[src/design/mhpq_pkg.sv]
`default_nettype none

package mhpq_pkg;

   // sizes of the transferred fields
   localparam int DEPTH_DEFAULT = 64;
   localparam int DATA_W        = 32;
   localparam int COUNT_W       = 7;
   localparam int STATUS_W      = 2;

   // request kinds
   localparam logic REQ_INSERT = 1'b0;
   localparam logic REQ_REMOVE = 1'b1;

   // result status codes
   localparam logic [STATUS_W-1:0] STATUS_OK        = 2'd0;
   localparam logic [STATUS_W-1:0] STATUS_OVERFLOW  = 2'd1;
   localparam logic [STATUS_W-1:0] STATUS_UNDERFLOW = 2'd2;

   // datapath operations issued by the controller
   typedef enum logic [3:0] {
      OP_NONE,
      OP_START,
      OP_UP_CHECK,
      OP_UP_CMP,
      OP_RM_LAST,
      OP_RM_MOVE,
      OP_DN_CHECK,
      OP_DN_LEFT,
      OP_DN_RIGHT,
      OP_DN_DECIDE
   } dp_op_type;

   typedef struct packed {
      dp_op_type op;
      logic      rsp_load;
   } dp_cmd_type;

   typedef struct packed {
      logic full;
      logic empty;
      logic at_root;
      logic parent_less;
      logic leaf;
      logic has_right;
      logic keep;
   } dp_status_type;

endpackage

`default_nettype wire

[src/design/mhpq_if.sv]
`default_nettype none

// request channel
interface mhpq_req_if;
   logic                               valid;
   logic                               ready;
   logic                               req_type;
   logic signed [mhpq_pkg::DATA_W-1:0] value;

   modport source (output valid, output req_type, output value, input ready);
   modport sink   (input valid, input req_type, input value, output ready);
endinterface

// result channel
interface mhpq_rsp_if;
   logic                                valid;
   logic                                ready;
   logic signed [mhpq_pkg::DATA_W-1:0]  removed_value;
   logic signed [mhpq_pkg::DATA_W-1:0]  top_value;
   logic [mhpq_pkg::COUNT_W-1:0]        count;
   logic [mhpq_pkg::STATUS_W-1:0]       status;

   modport source (output valid, output removed_value, output top_value, output count,
                   output status, input ready);
   modport sink   (input valid, input removed_value, input top_value, input count,
                   input status, output ready);
endinterface

`default_nettype wire

[src/design/mhpq_datapath.sv]
`default_nettype none

module mhpq_datapath #(
   parameter int DEPTH = mhpq_pkg::DEPTH_DEFAULT
) (
   input  wire logic                                clock,
   input  wire logic                                reset,
   input  wire mhpq_pkg::dp_cmd_type                cmd,
   output mhpq_pkg::dp_status_type                  st,
   input  wire logic                                req_type,
   input  wire logic signed [mhpq_pkg::DATA_W-1:0]  req_value,
   output logic signed [mhpq_pkg::DATA_W-1:0]       rsp_removed_value,
   output logic signed [mhpq_pkg::DATA_W-1:0]       rsp_top_value,
   output logic [mhpq_pkg::COUNT_W-1:0]             rsp_count,
   output logic [mhpq_pkg::STATUS_W-1:0]            rsp_status
);

   localparam int CNT_W   = $clog2(DEPTH + 1);
   localparam int ADDR_W  = $clog2(DEPTH);
   localparam int CHILD_W = CNT_W + 1;
   localparam int DATA_W  = mhpq_pkg::DATA_W;

   // heap storage, slot k holds one-based position k+1
   logic signed [DATA_W-1:0] heap_ff [DEPTH];
   logic signed [DATA_W-1:0] rd_data_ff;

   logic [CNT_W-1:0]         count_ff, count_in;
   logic [CNT_W-1:0]         pos_ff, pos_in;
   logic [CNT_W-1:0]         best_ff, best_in;
   logic signed [DATA_W-1:0] mv_ff, mv_in;
   logic signed [DATA_W-1:0] bv_ff, bv_in;
   logic signed [DATA_W-1:0] removed_ff, removed_in;
   logic [mhpq_pkg::STATUS_W-1:0] status_ff, status_in;

   logic signed [DATA_W-1:0] rsp_removed_ff, rsp_top_ff;
   logic [mhpq_pkg::COUNT_W-1:0]  rsp_count_ff;
   logic [mhpq_pkg::STATUS_W-1:0] rsp_status_ff;

   logic [CHILD_W-1:0]       left_pos, right_pos, count_ext;
   logic [ADDR_W-1:0]        pos_addr, rd_addr, wr_addr;
   logic                     wr_en;
   logic signed [DATA_W-1:0] wr_data;

   // child positions of the current node
   assign left_pos  = {pos_ff, 1'b0};
   assign right_pos = {pos_ff, 1'b1};
   assign count_ext = CHILD_W'(count_ff);
   assign pos_addr  = ADDR_W'(pos_ff - CNT_W'(1));

   // status towards the controller
   assign st.full        = (count_ff == CNT_W'(DEPTH));
   assign st.empty       = (count_ff == '0);
   assign st.at_root     = (pos_ff == CNT_W'(1));
   assign st.parent_less = (rd_data_ff < mv_ff);
   assign st.leaf        = (left_pos > count_ext);
   assign st.has_right   = (right_pos <= count_ext);
   assign st.keep        = (best_ff == pos_ff);

   // memory port control; idle reads track the root
   always_comb begin
      rd_addr = '0;
      wr_en   = 1'b0;
      wr_addr = pos_addr;
      wr_data = mv_ff;
      case (cmd.op)
         mhpq_pkg::OP_UP_CHECK: begin
            if (st.at_root) begin
               wr_en = 1'b1;
            end else begin
               rd_addr = ADDR_W'((pos_ff >> 1) - CNT_W'(1));
            end
         end
         mhpq_pkg::OP_UP_CMP: begin
            wr_en = 1'b1;
            if (st.parent_less) begin
               wr_data = rd_data_ff;
            end
         end
         mhpq_pkg::OP_RM_LAST: begin
            rd_addr = ADDR_W'(count_ff - CNT_W'(1));
         end
         mhpq_pkg::OP_DN_CHECK: begin
            if (st.leaf) begin
               wr_en = 1'b1;
            end else begin
               rd_addr = ADDR_W'(left_pos - CHILD_W'(1));
            end
         end
         mhpq_pkg::OP_DN_LEFT: begin
            // right child sits in the slot after the left one
            rd_addr = ADDR_W'(left_pos);
         end
         mhpq_pkg::OP_DN_DECIDE: begin
            wr_en = 1'b1;
            if (!st.keep) begin
               wr_data = bv_ff;
            end
         end
         default: begin
         end
      endcase
   end

   // next values of the working registers
   always_comb begin
      count_in   = count_ff;
      pos_in     = pos_ff;
      best_in    = best_ff;
      mv_in      = mv_ff;
      bv_in      = bv_ff;
      removed_in = removed_ff;
      status_in  = status_ff;
      case (cmd.op)
         mhpq_pkg::OP_START: begin
            mv_in      = req_value;
            removed_in = '0;
            status_in  = mhpq_pkg::STATUS_OK;
            if (req_type == mhpq_pkg::REQ_INSERT) begin
               if (st.full) begin
                  status_in = mhpq_pkg::STATUS_OVERFLOW;
               end else begin
                  count_in = count_ff + CNT_W'(1);
                  pos_in   = count_ff + CNT_W'(1);
               end
            end else if (st.empty) begin
               status_in = mhpq_pkg::STATUS_UNDERFLOW;
            end
         end
         mhpq_pkg::OP_UP_CMP: begin
            if (st.parent_less) begin
               pos_in = pos_ff >> 1;
            end
         end
         mhpq_pkg::OP_RM_LAST: begin
            removed_in = rd_data_ff;
            count_in   = count_ff - CNT_W'(1);
            pos_in     = CNT_W'(1);
         end
         mhpq_pkg::OP_RM_MOVE: begin
            mv_in = rd_data_ff;
         end
         mhpq_pkg::OP_DN_LEFT: begin
            if (mv_ff < rd_data_ff) begin
               best_in = CNT_W'(left_pos);
               bv_in   = rd_data_ff;
            end else begin
               best_in = pos_ff;
               bv_in   = mv_ff;
            end
         end
         mhpq_pkg::OP_DN_RIGHT: begin
            if (bv_ff < rd_data_ff) begin
               best_in = CNT_W'(right_pos);
               bv_in   = rd_data_ff;
            end
         end
         mhpq_pkg::OP_DN_DECIDE: begin
            if (!st.keep) begin
               pos_in = best_ff;
            end
         end
         default: begin
         end
      endcase
   end

   // hold the element count
   always_ff @(posedge clock) begin
      if (reset) begin
         count_ff <= '0;
      end else begin
         count_ff <= count_in;
      end
   end

   // advance the working registers
   always_ff @(posedge clock) begin
      pos_ff     <= pos_in;
      best_ff    <= best_in;
      mv_ff      <= mv_in;
      bv_ff      <= bv_in;
      removed_ff <= removed_in;
      status_ff  <= status_in;
   end

   // heap memory: one write, one registered read
   always_ff @(posedge clock) begin
      if (wr_en) begin
         heap_ff[wr_addr] <= wr_data;
      end
      rd_data_ff <= heap_ff[rd_addr];
   end

   // result register
   always_ff @(posedge clock) begin
      if (cmd.rsp_load) begin
         rsp_removed_ff <= removed_ff;
         rsp_top_ff     <= st.empty ? '0 : rd_data_ff;
         rsp_count_ff   <= mhpq_pkg::COUNT_W'(count_ff);
         rsp_status_ff  <= status_ff;
      end
   end

   assign rsp_removed_value = rsp_removed_ff;
   assign rsp_top_value     = rsp_top_ff;
   assign rsp_count         = rsp_count_ff;
   assign rsp_status        = rsp_status_ff;

endmodule

`default_nettype wire

[src/design/mhpq_ctrl.sv]
`default_nettype none

module mhpq_ctrl (
   input  wire logic                    clock,
   input  wire logic                    reset,
   input  wire logic                    req_valid,
   input  wire logic                    req_type,
   output logic                         req_ready,
   output logic                         rsp_valid,
   input  wire logic                    rsp_ready,
   input  wire mhpq_pkg::dp_status_type st,
   output mhpq_pkg::dp_cmd_type         cmd
);

   typedef enum logic [3:0] {
      S_IDLE,
      S_UP_CHECK,
      S_UP_CMP,
      S_RM_LAST,
      S_RM_MOVE,
      S_DN_CHECK,
      S_DN_LEFT,
      S_DN_RIGHT,
      S_DN_DECIDE,
      S_TOP,
      S_DONE
   } state_type;

   state_type state_ff, state_in;
   logic      rsp_valid_ff, rsp_valid_in;

   // sequence the sift and issue datapath operations
   always_comb begin
      state_in     = state_ff;
      rsp_valid_in = rsp_valid_ff && !rsp_ready;
      cmd.op       = mhpq_pkg::OP_NONE;
      cmd.rsp_load = 1'b0;
      unique case (state_ff)
         S_IDLE: begin
            if (req_valid) begin
               cmd.op = mhpq_pkg::OP_START;
               if (req_type == mhpq_pkg::REQ_INSERT) begin
                  state_in = st.full ? S_DONE : S_UP_CHECK;
               end else begin
                  state_in = st.empty ? S_DONE : S_RM_LAST;
               end
            end
         end
         S_UP_CHECK: begin
            cmd.op   = mhpq_pkg::OP_UP_CHECK;
            state_in = st.at_root ? S_TOP : S_UP_CMP;
         end
         S_UP_CMP: begin
            cmd.op   = mhpq_pkg::OP_UP_CMP;
            state_in = st.parent_less ? S_UP_CHECK : S_TOP;
         end
         S_RM_LAST: begin
            cmd.op   = mhpq_pkg::OP_RM_LAST;
            state_in = S_RM_MOVE;
         end
         S_RM_MOVE: begin
            cmd.op   = mhpq_pkg::OP_RM_MOVE;
            state_in = st.empty ? S_DONE : S_DN_CHECK;
         end
         S_DN_CHECK: begin
            cmd.op   = mhpq_pkg::OP_DN_CHECK;
            state_in = st.leaf ? S_TOP : S_DN_LEFT;
         end
         S_DN_LEFT: begin
            cmd.op   = mhpq_pkg::OP_DN_LEFT;
            state_in = st.has_right ? S_DN_RIGHT : S_DN_DECIDE;
         end
         S_DN_RIGHT: begin
            cmd.op   = mhpq_pkg::OP_DN_RIGHT;
            state_in = S_DN_DECIDE;
         end
         S_DN_DECIDE: begin
            cmd.op   = mhpq_pkg::OP_DN_DECIDE;
            state_in = st.keep ? S_TOP : S_DN_CHECK;
         end
         S_TOP: begin
            // root read in flight
            state_in = S_DONE;
         end
         S_DONE: begin
            if (!rsp_valid_ff || rsp_ready) begin
               cmd.rsp_load = 1'b1;
               rsp_valid_in = 1'b1;
               state_in     = S_IDLE;
            end
         end
         default: begin
            state_in = S_IDLE;
         end
      endcase
   end

   // hold state and result valid
   always_ff @(posedge clock) begin
      if (reset) begin
         state_ff     <= S_IDLE;
         rsp_valid_ff <= 1'b0;
      end else begin
         state_ff     <= state_in;
         rsp_valid_ff <= rsp_valid_in;
      end
   end

   assign req_ready = (state_ff == S_IDLE);
   assign rsp_valid = rsp_valid_ff;

endmodule

`default_nettype wire

[src/design/max_heap_priority_queue.sv]
// Binary max-heap priority queue of signed 32-bit values, DEPTH entries deep, held in a
// single-port-read, single-port-write memory. An insert (req_type 0) places the value after
// the last element and sifts it up; a removal (req_type 1) returns the maximum, moves the last
// element to the root and sifts it down towards the larger child, the left one on a tie.
// Each request gives one result: the removed maximum (zero otherwise), the new top (zero when
// empty), the count and a status (ok, overflow on a full insert, underflow on an empty
// removal). One request is worked at a time. Every memory read has a registered output, so
// each sift level costs one read and a compare for an insert and up to two reads, a compare
// pair and a write for a removal. A removal that empties the heap does no sift, and a
// rejected request goes straight to its result. The next request is taken while a finished
// result still waits in the output register. No clearing pass follows reset: only values
// from slots below the count are ever used.
`default_nettype none

module max_heap_priority_queue #(
   parameter int DEPTH = mhpq_pkg::DEPTH_DEFAULT
) (
   input  wire logic   clock,
   input  wire logic   reset,
   mhpq_req_if.sink    req_ch,
   mhpq_rsp_if.source  rsp_ch
);

   mhpq_pkg::dp_cmd_type    cmd;
   mhpq_pkg::dp_status_type st;

   // sequencing
   mhpq_ctrl u_ctrl (
      .clock     (clock),
      .reset     (reset),
      .req_valid (req_ch.valid),
      .req_type  (req_ch.req_type),
      .req_ready (req_ch.ready),
      .rsp_valid (rsp_ch.valid),
      .rsp_ready (rsp_ch.ready),
      .st        (st),
      .cmd       (cmd)
   );

   // heap memory and working registers
   mhpq_datapath #(
      .DEPTH (DEPTH)
   ) u_datapath (
      .clock             (clock),
      .reset             (reset),
      .cmd               (cmd),
      .st                (st),
      .req_type          (req_ch.req_type),
      .req_value         (req_ch.value),
      .rsp_removed_value (rsp_ch.removed_value),
      .rsp_top_value     (rsp_ch.top_value),
      .rsp_count         (rsp_ch.count),
      .rsp_status        (rsp_ch.status)
   );

endmodule

`default_nettype wire

[src/flat_wrapper.sv]
// flat-port wrapper written by rule: the top's interface ports become plain ports
module max_heap_priority_queue_flat 
#(
   parameter int DEPTH = mhpq_pkg::DEPTH_DEFAULT
)
  (clock, reset, req_ch_valid, req_ch_req_type, req_ch_value, req_ch_ready, rsp_ch_valid, rsp_ch_removed_value, rsp_ch_top_value, rsp_ch_count, rsp_ch_status, rsp_ch_ready);
  mhpq_req_if req_ch_i ();
  mhpq_rsp_if rsp_ch_i ();
  input  wire logic clock;
  input  wire logic reset;
  input wire logic [$bits(req_ch_i.valid)-1:0] req_ch_valid;
  input wire logic [$bits(req_ch_i.req_type)-1:0] req_ch_req_type;
  input wire logic [$bits(req_ch_i.value)-1:0] req_ch_value;
  output wire logic [$bits(req_ch_i.ready)-1:0] req_ch_ready;
  output wire logic [$bits(rsp_ch_i.valid)-1:0] rsp_ch_valid;
  output wire logic [$bits(rsp_ch_i.removed_value)-1:0] rsp_ch_removed_value;
  output wire logic [$bits(rsp_ch_i.top_value)-1:0] rsp_ch_top_value;
  output wire logic [$bits(rsp_ch_i.count)-1:0] rsp_ch_count;
  output wire logic [$bits(rsp_ch_i.status)-1:0] rsp_ch_status;
  input wire logic [$bits(rsp_ch_i.ready)-1:0] rsp_ch_ready;
  assign req_ch_i.valid = req_ch_valid;
  assign req_ch_i.req_type = req_ch_req_type;
  assign req_ch_i.value = req_ch_value;
  assign req_ch_ready = req_ch_i.ready;
  assign rsp_ch_valid = rsp_ch_i.valid;
  assign rsp_ch_removed_value = rsp_ch_i.removed_value;
  assign rsp_ch_top_value = rsp_ch_i.top_value;
  assign rsp_ch_count = rsp_ch_i.count;
  assign rsp_ch_status = rsp_ch_i.status;
  assign rsp_ch_i.ready = rsp_ch_ready;
  max_heap_priority_queue #(.DEPTH(DEPTH)) u_core (.clock(clock), .reset(reset), .req_ch(req_ch_i), .rsp_ch(rsp_ch_i));
endmodule
[config.mk]
export PLATFORM = sky130hd
export DESIGN_NAME = max_heap_priority_queue_flat
export DESIGN_NICKNAME = d
export VERILOG_FILES = /design/src/design/mhpq_pkg.sv /design/src/design/mhpq_if.sv /design/src/design/mhpq_datapath.sv /design/src/design/mhpq_ctrl.sv /design/src/design/max_heap_priority_queue.sv /design/src/flat_wrapper.sv
export SDC_FILE = /design/constraint.sdc
export NUM_CORES = 2
export LEC_CHECK = 0
export BUFFER_PORTS_ARGS = -buffer_cell sky130_fd_sc_hd__clkbuf_2
export CORE_MARGIN = 8
export CORE_UTILIZATION = 57
export CTS_BUF_LIST = sky130_fd_sc_hd__clkbuf_8 sky130_fd_sc_hd__clkbuf_16
export DETAILED_ROUTE_END_ITERATION = 10
export PLACE_DENSITY_LB_ADDON = 0.25
export SYNTH_ARGS = -nofsm -noshare
export SYNTH_HDL_FRONTEND = slang
export SYNTH_SLANG_ARGS = --single-unit
[constraint.sdc]
create_clock -name clock -period 5.7 [get_ports clock]
set_input_delay 0.285 -clock clock [delete_from_list [all_inputs] [get_ports clock]]
set_output_delay 0.285 -clock clock [all_outputs]
set_load 0.05 [all_outputs]
==> results.toml <==
[run]
cap_violations = 0

[drt]
viasPerCell = 6.80
wire_per_inst_microns = 34.2
routed_wl_microns = 233000
drtIter0Drc = 6731
ant_nets = 0
vias = 46400
first_pass_iters = 6
drc = 0

[power_and_ir_drop]
p_leak_uw = 0.0326
ir_drop_mv = 0.495
powerDensity_nw_per_um2 = 555

[yosys]
syn_area_sq_um = 88700
ys_warn_count = 0
ys_seq_area_frac = 0.766
synth_ff_type = "edfxtp_1"
synthArstFlopShare = 0
synthesis.instances = 4228
yosysUniqueCellTypes = 78
synth-edff-count = 2233
avgSynthCellArea_sq_um = 21.0
synth_nets = 4341
ys_ff_latch = 2277

[timing]
period_share = 0.970
finalSetupViolations = 0
rsz0062_at_grt = "no"
min_period_ns = 5.53
hold_viol = 0
timing.fmax_mhz = 181
relSlewSlack = 0.0723
clock_skew_ns = 0.0366
finalMaxSlewViolations = 0
setup_slack_ns = 0.172
hold_ws_ns = 0.312
worst_pin_slew_ns = 1.39

[setup_path]
path_max_fanout = 36
end_kind = "flop"
crit_path_start_kind = "flop"
worstPathArrival_ns = 6.29
cp.required_ns = 6.47
path_class = "reg2reg"

[floorplan]
die_area_sq_um = 169000
pin_count = 112
dieWidth_microns = 411
core.rowCount = 144
initial_utilization = 0.575
core_sq_um = 154000
die_h_microns = 411

[clock_tree]
cts_buffers = 211
clock_path_buffers = 3
cts_tree = "yes"
htreeDepth = 4
cts_sinks = 2277
cts_root_buf = "clkbuf_16"
post_cts_buffers = 0
cts_hold_buffers = 37
clk_pin_slew_ns = 0.06
cts_resized = 0
worstSkewPairLatency_ns = 0.85

[place]
port_buffers = 111
dp_worst_setup_slack_ns = 0.287
place.gp.congestion = 0.922
hpwl_microns = 136000

[finish]
synthToLayoutAreaGrowth_pct = 13.2
multiInputGateArea_sq_um = 19900
num-fill-cells = 9916
drive_gt1_frac = 0.279
ff_latch_area_sq_um = 67900
layout.cells.most_common = "edfxtp_1"
layout_common_cells = "edfxtp_1, mux4_2, a22oi_1"
nets = 4687

[global_routing]
grt_pass1_wl_microns = 331000
grt_util_all_layers = 0.274
grt_max_degree = 85
grt-ovfl-total = 0
grt_pass1_vias = 45400
antenna_found_initial = 21

[status]
outcome = "finished, final reports clean"

[hold_path]
hold_class = "in2reg"
==> registers in the layout, summed over array words and instances, names as in the netlist <==
| register | flops |
|---|---|
| u_core.u_ctrl.rsp_valid | 1 |
| u_core.u_datapath.rsp_removed_value | 32 |
| u_core.u_datapath.removed_ff | 32 |
| u_core.u_datapath.bv_ff | 32 |
| u_core.u_datapath.mv_ff | 32 |
| u_core.u_datapath.pos_ff | 7 |
| u_core.u_datapath.best_ff | 7 |
| u_core.u_datapath.status_ff | 2 |
| u_core.u_datapath.rsp_count | 7 |
| u_core.u_datapath.rd_data_ff | 32 |
| u_core.u_ctrl.state_ff | 4 |
| u_core.u_datapath.rsp_top_value | 32 |
| u_core.u_datapath.count_ff | 7 |
| u_core.u_datapath.rsp_status | 2 |
| u_core.u_datapath.heap_ff | 2048 |
==> cell type report <==
class,instances,share of cell area
clock inverter,170,0.0117
sequential,2277,0.677
clock buffer,219,0.0541
multi-input combinational,1658,0.199
timing repair buffer,373,0.0308
tap,2044,0.0255
antenna,25,0.000623
inverter,53,0.00198
==> worst paths after layout <==
path	to	cells after the start	startpoint	slack, ns
worst min register to register	u_core.u_datapath.rsp_removed_value[28]	0	u_core.u_datapath.removed_ff[28]	0.42
worst min-delay path	u_core.u_datapath.mv_ff[20]	3	req_ch_value[20]	0.31
worst max register to register	u_core.u_datapath.rd_data_ff[23]	12	u_core.u_datapath.count_ff[6]	0.17
worst max-delay path	u_core.u_datapath.rd_data_ff[23]	12	u_core.u_datapath.count_ff[6]	0.17
==> power by group <==
| part | internal, uW | leakage [uW] | switching, uW | total [uW] |
|---|---|---|---|---|
| sequential | 23500 | 0.0205 | 698 | 24200 |
| clock | 7460 | 0.00344 | 6020 | 13500 |
| combinational | 5620 | 0.00860 | 12400 | 18000 |
==> Yosys cell counts (5+ instances only) <==
library cell     n  area [sq um]
edfxtp_1      2233         67100
mux4_2         499         11200
a22oi_1        250          1880
a21oi_1        166           831
nor2_1         160           601
clkbuf_1       106           398
ha_1            76           951
mux2_2          67           754
buf_2           65           325
nand2_1         62           233
inv_1           53           199
dfxtp_1         44           881
and3_1          34           213
or4_1           33           248
a221o_1         32           320
buf_4           32           240
o21ai_0         29           145
buf_6           20           225
a21o_1          19           143
xnor2_1         18           158
nand3_1         17          85.1
nor3_1          17          85.1
buf_1           15          56.3
mux2i_1         14           140
nand4_1         14          87.6
nand2b_1        12          75.1
and2_1          10          62.6
nor2b_1         10          62.6
xor2_1          10          87.6
a211oi_1         9          67.6
o22ai_1          9          56.3
or3_1            9          56.3
nor4_1           8          50.1
a221oi_1         5          43.8
o211ai_1         5          37.5
==> critical path: stages (launching register included) <==
cell,delay [ns]
dfxtp_1,0.51
inv_1,0.13
ha_1,0.37
a211oi_2,0.24
nand2_1,0.12
o2bb2ai_2,0.48
a31o_1,0.84
and2_4,0.64
buf_12,0.34
buf_12,0.29
a22oi_1,0.11
a21oi_1,1.06
or4_1,0.24
==> per-stage QoR <==
| stage | utilization | total power (uW) | setup TNS (ns) | area [sq um] | cells |
|---|---|---|---|---|---|
| 2_1_floorplan | - | 34500 | -15.76 | 88700 | 4228 |
| 3_5_place_dp | 0.605 | 42200 | 0 | 93300 | 6366 |
| 6_report | 0.650 | 55700 | 0 | 100000 | 6819 |
| 4_1_cts | 0.650 | 55600 | 0 | 100000 | 6792 |
| 3_3_place_gp | 0.605 | 41800 | 0 | 93300 | 6366 |
| 5_1_grt | 0.650 | 57300 | 0 | 100000 | 6804 |
==> routing by layer <==
layer	up-vias	GRT usage	share of wire
li1	18500	-	-
met3	408	0.0622	0.11
met4	6	0.112	0.043
met2	3080	0.419	0.46
met1	24400	0.387	0.38
met5	-	0	0.00015
==> logic make-up (layout without fill, tap and decap cells) <==
logic type | count (synthesis) | count (layout) | synth area share
AND/OR/NAND/NOR | 405 | 405 | 0.0229
buffers and inverters | 293 | 815 | 0.0166
XOR/XNOR | 28 | 28 | 0.00276
adder cells (fa/ha/maj) | 76 | 76 | 0.0107
other | 0 | 25 | 0
AO/OA/AOI/OAI | 569 | 569 | 0.0446
flip-flops | 2277 | 2277 | 0.766
multiplexers | 580 | 580 | 0.137
Power figures use the tool's default switching activity.
